===== src/sv/rrhw_pkg.sv =====
// Shared types and constants for the receive ring header walker.
package rrhw_pkg;

	localparam int unsigned HDR_BYTES  = 4;
	localparam int unsigned CFG_DATA_W = 17;
	localparam int unsigned CFG_IDX_W  = 3;

	// Register indexes of the configuration port
	typedef enum logic [CFG_IDX_W-1:0] {
		CFG_RING_START = 3'd0,
		CFG_RING_STOP  = 3'd1,
		CFG_RING_BASE  = 3'd2,
		CFG_RING_END   = 3'd3,
		CFG_MAX_FRAME  = 3'd4
	} cfg_idx_t;

	// Input transaction
	typedef struct packed {
		logic        command;
		logic [7:0]  header_next_page;
		logic [15:0] header_byte_count;
	} in_item_t;

	// Result transaction
	typedef struct packed {
		logic [15:0] seg_addr;
		logic [15:0] seg_len;
		logic        frame_ok;
		logic        length_mismatch;
		logic [7:0]  boundary_page;
		logic [15:0] next_header_addr;
		logic        last;
	} out_item_t;

	// Ring configuration
	typedef struct packed {
		logic [7:0]  start_page;
		logic [7:0]  stop_page;
		logic [15:0] base_addr;
		logic [16:0] end_addr;
		logic [15:0] max_frame;
	} ring_cfg_t;

	// Header held in the input register
	typedef struct packed {
		logic [7:0]  next_page;
		logic [15:0] byte_count;
		logic [7:0]  cur_page;
		logic [15:0] hdr_addr;
	} hdr_stage_t;

	// Decoded results of one header
	typedef struct packed {
		logic [1:0] n_res;
		out_item_t  res0;
		out_item_t  res1;
	} hdr_res_t;

endpackage


===== src/sv/rrhw_hdr_calc.sv =====
// Header decode: page distance, length checks and copy segment split.
module rrhw_hdr_calc import rrhw_pkg::*; (
	input  ring_cfg_t  cfg,
	input  hdr_stage_t hdr,
	output hdr_res_t   res
);

	logic [7:0]  pages_raw;
	logic [7:0]  pages;
	logic [15:0] len;
	logic        mis;
	logic        ok;
	logic [7:0]  bnd_raw;
	logic [7:0]  bnd;
	logic [7:0]  nxt_off;
	logic [15:0] nha;
	logic [15:0] src;
	logic [15:0] blen;
	logic [16:0] span_end;
	logic [16:0] first_w;
	logic [15:0] first;
	logic        over_end;
	logic        src_in;
	out_item_t   base_item;

	// Page distance with ring wraparound, minus header page(s)
	always_comb begin
		if (hdr.next_page >= hdr.cur_page) begin
			pages_raw = hdr.next_page - hdr.cur_page;
		end else begin
			pages_raw = (hdr.next_page - cfg.start_page) + (cfg.stop_page - hdr.cur_page);
		end
		pages = pages_raw - 8'd1;
		// header spills into the following page
		if ({1'b0, hdr.byte_count[7:0]} > 9'(256 - HDR_BYTES)) begin
			pages = pages_raw - 8'd2;
		end
	end

	assign len = {pages, hdr.byte_count[7:0]};
	assign mis = (len != hdr.byte_count);
	assign ok  = (len <= cfg.max_frame) && (hdr.next_page >= cfg.start_page)
		&& (hdr.next_page < cfg.stop_page);

	// Boundary page wraps to the last ring page
	assign bnd_raw = hdr.next_page - 8'd1;
	assign bnd     = (bnd_raw < cfg.start_page) ? (cfg.stop_page - 8'd1) : bnd_raw;
	assign nxt_off = hdr.next_page - cfg.start_page;
	assign nha     = cfg.base_addr + {nxt_off, 8'h00};

	// Body segment and its split at the ring end
	assign src      = hdr.hdr_addr + 16'(HDR_BYTES);
	assign blen     = len - 16'(HDR_BYTES);
	assign span_end = {1'b0, src} + {1'b0, blen};
	assign over_end = span_end > cfg.end_addr;
	assign src_in   = {1'b0, src} < cfg.end_addr;
	assign first_w  = cfg.end_addr - {1'b0, src};
	assign first    = first_w[15:0];

	always_comb begin
		base_item                  = '0;
		base_item.frame_ok         = ok;
		base_item.length_mismatch  = mis;
		base_item.boundary_page    = bnd;
		base_item.next_header_addr = nha;
		base_item.last             = 1'b1;

		res.n_res = 2'd1;
		res.res0  = base_item;
		res.res1  = base_item;
		res.res1.seg_addr = cfg.base_addr;
		res.res1.seg_len  = blen - first;

		if (ok) begin
			if (over_end && src_in) begin
				res.n_res         = 2'd2;
				res.res0.seg_addr = src;
				res.res0.seg_len  = first;
				res.res0.last     = 1'b0;
			end else if (over_end) begin
				res.res0.seg_addr = cfg.base_addr;
				res.res0.seg_len  = blen;
			end else begin
				res.res0.seg_addr = src;
				res.res0.seg_len  = blen;
			end
		end
	end

endmodule


===== src/sv/rx_ring_header_walker.sv =====
// Top level of the receive ring header walker: registers, handshakes, result buffer.
//
//  channel | direction | handshake               | payload
//  --------+-----------+-------------------------+-------------------------------
//  in      | in        | in_valid / in_ready     | in_data (in_item_t)
//  out     | out       | out_valid / out_ready   | out_data (out_item_t)
//  cfg     | in        | cfg_wr_en, no wait      | cfg_index, cfg_wdata (17 bits)
//
// A header is registered on acceptance and decoded from that register into a
// result register plus one pending slot for the second half of a wrapped frame.
// A frame that wraps the ring end gives two results through the single result
// port, and the next header waits until both are taken. Re-init commands move
// the read page on acceptance and give no result. Reset loads the default ring
// layout and read page start + 1. An out stall holds the result and the pending
// slot; input keeps flowing while the result register drains.
module rx_ring_header_walker import rrhw_pkg::*; (
	input  logic                  clk,
	input  logic                  arst_n,
	input  logic                  in_valid,
	output logic                  in_ready,
	input  in_item_t              in_data,
	output logic                  out_valid,
	input  logic                  out_ready,
	output out_item_t             out_data,
	input  logic                  cfg_wr_en,
	input  logic [CFG_IDX_W-1:0]  cfg_index,
	input  logic [CFG_DATA_W-1:0] cfg_wdata
);

	ring_cfg_t  cfg_q;
	logic [7:0] read_page_q;
	logic       s1_valid_s1;
	hdr_stage_t hdr_s1;
	hdr_res_t   res;
	logic       out_valid_q;
	out_item_t  out_q;
	logic       pend_valid_q;
	out_item_t  pend_q;
	logic       in_fire;
	logic       out_fire;
	logic       buf_free;
	logic       s1_adv;
	logic [7:0] cur_off;

	// Configuration registers
	always_ff @(posedge clk or negedge arst_n) begin
		if (!arst_n) begin
			cfg_q.start_page <= 8'd76;
			cfg_q.stop_page  <= 8'd128;
			cfg_q.base_addr  <= 16'd19456;
			cfg_q.end_addr   <= 17'd32768;
			cfg_q.max_frame  <= 16'd2048;
		end else if (cfg_wr_en) begin
			unique case (cfg_idx_t'(cfg_index))
				CFG_RING_START: cfg_q.start_page <= cfg_wdata[7:0];
				CFG_RING_STOP:  cfg_q.stop_page  <= cfg_wdata[7:0];
				CFG_RING_BASE:  cfg_q.base_addr  <= cfg_wdata[15:0];
				CFG_RING_END:   cfg_q.end_addr   <= cfg_wdata;
				CFG_MAX_FRAME:  cfg_q.max_frame  <= cfg_wdata[15:0];
				default: ;
			endcase
		end
	end

	// Handshake control
	assign out_fire  = out_valid_q && out_ready;
	assign buf_free  = !out_valid_q || (out_fire && !pend_valid_q);
	assign s1_adv    = s1_valid_s1 && buf_free;
	assign in_ready  = !s1_valid_s1 || s1_adv;
	assign in_fire   = in_valid && in_ready;
	assign out_valid = out_valid_q;
	assign out_data  = out_q;

	// Read page tracking, updated as each transaction is accepted
	always_ff @(posedge clk or negedge arst_n) begin
		if (!arst_n) begin
			read_page_q <= 8'd77;
		end else if (in_fire) begin
			read_page_q <= in_data.command ? (cfg_q.start_page + 8'd1)
				: in_data.header_next_page;
		end
	end

	// Input register; re-init commands do not enter it
	assign cur_off = read_page_q - cfg_q.start_page;

	always_ff @(posedge clk or negedge arst_n) begin
		if (!arst_n) begin
			s1_valid_s1 <= 1'b0;
		end else if (in_fire) begin
			s1_valid_s1 <= !in_data.command;
		end else if (s1_adv) begin
			s1_valid_s1 <= 1'b0;
		end
	end

	always_ff @(posedge clk) begin
		if (in_fire) begin
			hdr_s1.next_page  <= in_data.header_next_page;
			hdr_s1.byte_count <= in_data.header_byte_count;
			hdr_s1.cur_page   <= read_page_q;
			hdr_s1.hdr_addr   <= cfg_q.base_addr + {cur_off, 8'h00};
		end
	end

	rrhw_hdr_calc u_calc (
		.cfg (cfg_q),
		.hdr (hdr_s1),
		.res (res)
	);

	// Result register and pending second segment
	always_ff @(posedge clk or negedge arst_n) begin
		if (!arst_n) begin
			out_valid_q  <= 1'b0;
			pend_valid_q <= 1'b0;
		end else if (out_fire && pend_valid_q) begin
			pend_valid_q <= 1'b0;
		end else if (s1_adv) begin
			out_valid_q  <= 1'b1;
			pend_valid_q <= (res.n_res == 2'd2);
		end else if (out_fire) begin
			out_valid_q <= 1'b0;
		end
	end

	always_ff @(posedge clk) begin
		if (out_fire && pend_valid_q) begin
			out_q <= pend_q;
		end else if (s1_adv) begin
			out_q  <= res.res0;
			pend_q <= res.res1;
		end
	end

	// Pending segment only exists behind a shown first segment
	a_pend_has_out: assert property (@(posedge clk) disable iff (!arst_n)
		pend_valid_q |-> out_valid_q)
		else $error("pending segment without shown result");

	// First half of a split is never marked last
	a_split_first: assert property (@(posedge clk) disable iff (!arst_n)
		pend_valid_q |-> !out_q.last)
		else $error("split first segment marked last");

	// Second half of a split closes the frame
	a_split_second: assert property (@(posedge clk) disable iff (!arst_n)
		pend_valid_q |-> pend_q.last && pend_q.frame_ok)
		else $error("split second segment malformed");

	// Re-init lands on start plus one
	a_reinit: assert property (@(posedge clk) disable iff (!arst_n)
		in_fire && in_data.command && !cfg_wr_en
		|=> read_page_q == $past(cfg_q.start_page) + 8'd1)
		else $error("re-init read page wrong");

	// No new header is taken while the decode stage is blocked
	a_stall: assert property (@(posedge clk) disable iff (!arst_n)
		s1_valid_s1 && !buf_free |-> !in_ready)
		else $error("input accepted over a blocked decode stage");

endmodule


===== config.mk =====
export PLATFORM = sky130hd
export DESIGN_NAME = rx_ring_header_walker
export DESIGN_NICKNAME = d
export VERILOG_FILES = /design/src/sv/rrhw_pkg.sv /design/src/sv/rrhw_hdr_calc.sv /design/src/sv/rx_ring_header_walker.sv
export SDC_FILE = /design/constraint.sdc
export NUM_CORES = 1
export LEC_CHECK = 0
export BUFFER_PORTS_ARGS = -buffer_cell sky130_fd_sc_hd__buf_2
export CORE_UTILIZATION = 40
export DETAILED_ROUTE_END_ITERATION = 10
export HOLD_SLACK_MARGIN = 0.02
export PLACE_DENSITY_LB_ADDON = 0.05
export SLEW_MARGIN = 10
export SYNTH_ARGS = -nofsm -noshare
export SYNTH_HDL_FRONTEND = slang
export SYNTH_SLANG_ARGS = --single-unit

===== constraint.sdc =====
create_clock -name clk -period 15.8 [get_ports clk]
set_input_delay 2.37 -clock clk [delete_from_list [all_inputs] [get_ports clk]]
set_output_delay 2.37 -clock clk [all_outputs]
set_load 0.1 [all_outputs]

==> summary by stage <==
Timing
For this run, the top clock speed supported by timing is 111 MHz. The share of the cycle needed by the critical path after routing is 57.0%. The final-report max-slew violation count came to 0. Setup repair after global routing left no endpoint under its margin. The post-route setup TNS is 0 ns. The number of endpoints failing setup at the final stage is 0. For the pin with the worst max-slew slack, the measured transition is 0.911 ns.

The shortest clock period the worst path allows after layout is 9.00 ns. The headroom to the max-slew limit is 39.1%. The final worst clock skew is 0.0113 ns. The number of hold violations in the final report is 0.

Worst setup path
Of all nets on the critical path, the largest fanout is 24. The endpoint identified for the worst register-to-register timing path is out_data[36]. The critical path is of the flip-flop to flip-flop type. The worst setup path is captured at a flip-flop. For this run, the slowest stage of the critical path takes 0.60 ns. In this run the register-to-register setup slack is 6.80 ns. The family with the most delay on the worst path is adder cells. The slowest stage of the critical path belongs to the cell xnor2_1. The number of cells on the worst reg-to-reg path is 32. The count of cell instances traversed by the critical path is 32. The arrival time reported for the critical path endpoint is 9.32 ns. Counting both buffers and inverters, the worst setup path holds a total of 5. The critical path required time is 16.13 ns.

The launch instance of the worst register-to-register path is hdr_s1[40]. The kind of launch point of the worst setup path is a flip-flop.

Floorplan
The region available for standard cell placement spans 37,900 sq um. The initial utilization of the core area, before any placement, comes to 40.9%. The height of the die is 199 microns. The row count is 71. The die boundary width is 199 microns. The die covers 39,600 sq um. 111 I/O pins were placed.

Hold path
The path with the worst hold slack has its endpoint at read_page_q[2]. The startpoint identified for the worst hold timing path is read_page_q[2]. The worst hold path belongs to the class flip-flop to flip-flop. The worst hold path stage count is 2.

CTS
Buffers inserted to repair hold after CTS numbered 0. The number of buffers added for setup after CTS is 0. The maximum clock insertion buffer count is 3. The clock buffer count from CTS is 29.

The count of cells resized by post-cts repair is 0. The clock network latency to the later pin of the worst-skew pair is 0.57 ns. The TritonCTS clock tree is done. The CTS sink count is 233. In this run the number of H-tree levels came out at 1.

The clock-pin slew of the registers on the worst-case setup and hold paths is 0.06 ns. The cell sitting at the root of the clock tree is a clkbuf_16.

Yosys
The number of nets in the synthesized netlist is 1,732. For this run, the register share of the synthesized area comes to 42.7%. Of all flip-flops after synthesis, the portion carrying an async set or reset was 32.6%. The cell count after synthesis came out at 1,503. The most used flip-flop cell after synthesis is edfxtp_1. Sorting the synthesized cells by area gives the leading types as edfxtp_1 (30%), ha_1 (13%), dfrtp_1 (10%), xnor2_1 (5.0%), nand2_1 (4.0%). Of the post-synthesis cell area, the dominant cell type holds 30.4%.

The synthesized design contains 157 enable-type register cells. The synthesized design spends more area on one cell type than any other, namely edfxtp_1. After synthesis, the mean cell area works out to 10.3 sq um. After synthesis the netlist holds a flip-flop and latch count of 233.

Synthesis instantiated 76 different standard cells from the library. The total of warnings raised by yosys is 0. The combined area of all synthesized cells is 15,500 sq um.

Global routing
The via count of the first global-routing pass is 11,100. The initial antenna violation count is 0. The wire length of the first global-routing pass is 68.2 mm. Entering global routing, the biggest net connects 60 pins. The global-route total usage across every layer is 23.3%. The remaining global-route overflow is 0.

Finish
The net count reported at finish is 1,861. The fill cell total of the finished layout is 3,607. In the final layout, the share of cells above drive strength 1 is 16.2%. The antenna diode count is 0. The post-synthesis to final-layout area growth is 14.3%.

Route
The first-pass iteration count of the detailed router is 5. The total length of routed wires is 44.8 mm. For this run, design rule violations remaining after detail routing come to 0.

Using the TritonRoute via totals, the vias-per-cell ratio works out to 5.25. The antenna violation net count after detailed routing is 0. The initial DRC count is 565.

The detail-routed net length per standard cell is 20.7 microns. The routed via count is 11,400.

Run
The count of maximum capacitance violations is 0.

Outcome
The run finished with clean final reports.

Place
The number of buffers added on ports is 110. The weighted congestion at the end of routability-driven global placement is 0.870. The post-detailed-placement half-perimeter wirelength is 35.0 mm.
-- synth_stat cells (8+ instances only) --
master / number
xnor2_1: 89
edfxtp_1: 157
nand2_1: 165
a31oi_1: 9
nand2b_1: 8
nand4_1: 16
o211ai_1: 10
a21o_1: 26
nor2b_1: 17
dfstp_2: 13
nor2_1: 74
and3_1: 8
o21a_1: 18
mux2_2: 46
mux2i_1: 25
xor2_1: 39
dfrtp_1: 63
fa_1: 15
clkbuf_1: 25
nor3_1: 33
a21oi_1: 78
ha_1: 164
inv_1: 143
o21bai_1: 20
o21ai_0: 107
nand3_1: 25
-- worst reg2reg max path, delay by kind of cell (launching register included) --
family,cells,cell delay (ns)
xor gates and xnor gates,3,1.03
adders and majority gates,7,2.69
AOI/OAI and AO/OA,10,2.37
buffers and inverters,5,0.70
and+or+nand+nor,7,1.55
DFF,1,0.45
-- cells by family (layout without fill, tap and decap cells) --
family | after synthesis | count (layout) | synth area share [%]
multiplexers | 71 | 71 | 4.95
buffers and inverters | 173 | 325 | 4.22
AND/OR/NAND/NOR | 386 | 386 | 11.6
AO/OA/AOI/OAI | 329 | 329 | 13.7
flip-flops | 233 | 233 | 42.7
XOR/XNOR | 132 | 132 | 7.64
adder cells (fa/ha/maj) | 179 | 179 | 15.2
-- layer usage --
metal / wire (microns) / track usage (%) / share of wire (%) / vias up
met5: 0 / 0 / 0 / -
met4: 1000 / 6.32 / 2.2 / 0
met3: 1900 / 3.26 / 4.2 / 50
met2: 20200 / 37.4 / 45 / 240
met1: 21800 / 32.8 / 49 / 5485
li1: - / - / - / 5603
-- how the worst max path moves through the flow --
stage	start	end	slack (ns)
floorplan	hdr_s1[40]	out_data[49]	8.20
global placement	hdr_s1[40]	out_data[36]	7.17
detailed placement	hdr_s1[40]	out_data[36]	6.87
CTS	hdr_s1[40]	out_data[36]	6.85
global route	hdr_s1[40]	out_data[40]	6.12
finish	hdr_s1[40]	out_data[36]	6.80
-- final cells by class --
class / count / area (sq um) / share of cell area, %
Multi-Input combinational cell: 1097 / 8270 / 46.6
Sequential cell: 233 / 6630 / 37.4
Clock buffer: 37 / 766 / 4.32
Timing Repair Buffer: 128 / 688 / 3.88
Tap cell: 511 / 639 / 3.60
Inverter: 143 / 537 / 3.03
Clock inverter: 17 / 200 / 1.13
-- metrics by stage --
| stage | utilization, % | instances | hold WS (ns) | instance area, sq um | worst slack, ns |
|---|---|---|---|---|---|
| floorplan | - | 1503 | 0.450 | 15500 | 8.20 |
| global placement | 44.2 | 2112 | 0.484 | 16800 | 7.17 |
| detailed placement | 44.2 | 2112 | 0.501 | 16800 | 6.87 |
| CTS | 46.8 | 2166 | 0.514 | 17700 | 6.85 |
| global route | 46.8 | 2166 | 0.538 | 17700 | 6.12 |
| finish | 46.8 | 2166 | 0.508 | 17700 | 6.80 |
-- registers in the layout, indices dropped and copies added (netlist names) --
name          flops
cfg_q            65
out_data         59
pend_q           50
hdr_s1           48
read_page_q       8
out_valid         1
pend_valid_q      1
s1_valid_s1       1
-- placed cells by master, fill, tap and decap left out, drive strengths merged, types with 5 or more instances in the layout --
master   instances
a2111oi          5
a211oi          12
a21o            26
a21oi           79
a31oi            9
and2             5
and3             8
buf            128
clkbuf          37
clkinv           7
dfrtp           63
dfstp           13
edfxtp         157
fa              15
ha             164
inv            145
mux2            46
mux2i           25
nand2          165
nand2b           8
nand3           25
nand3b           5
nand4           16
nor2            74
nor2b           17
nor3            33
nor4             7
o211ai          12
o21a            18
o21ai          112
o21bai          20
o31ai            5
or3              5
xnor2           91
xor2            41
Power is left out: the tool's default activity adds up to more than one toggle a clock period on the data nets, which glitch-free logic cannot reach.
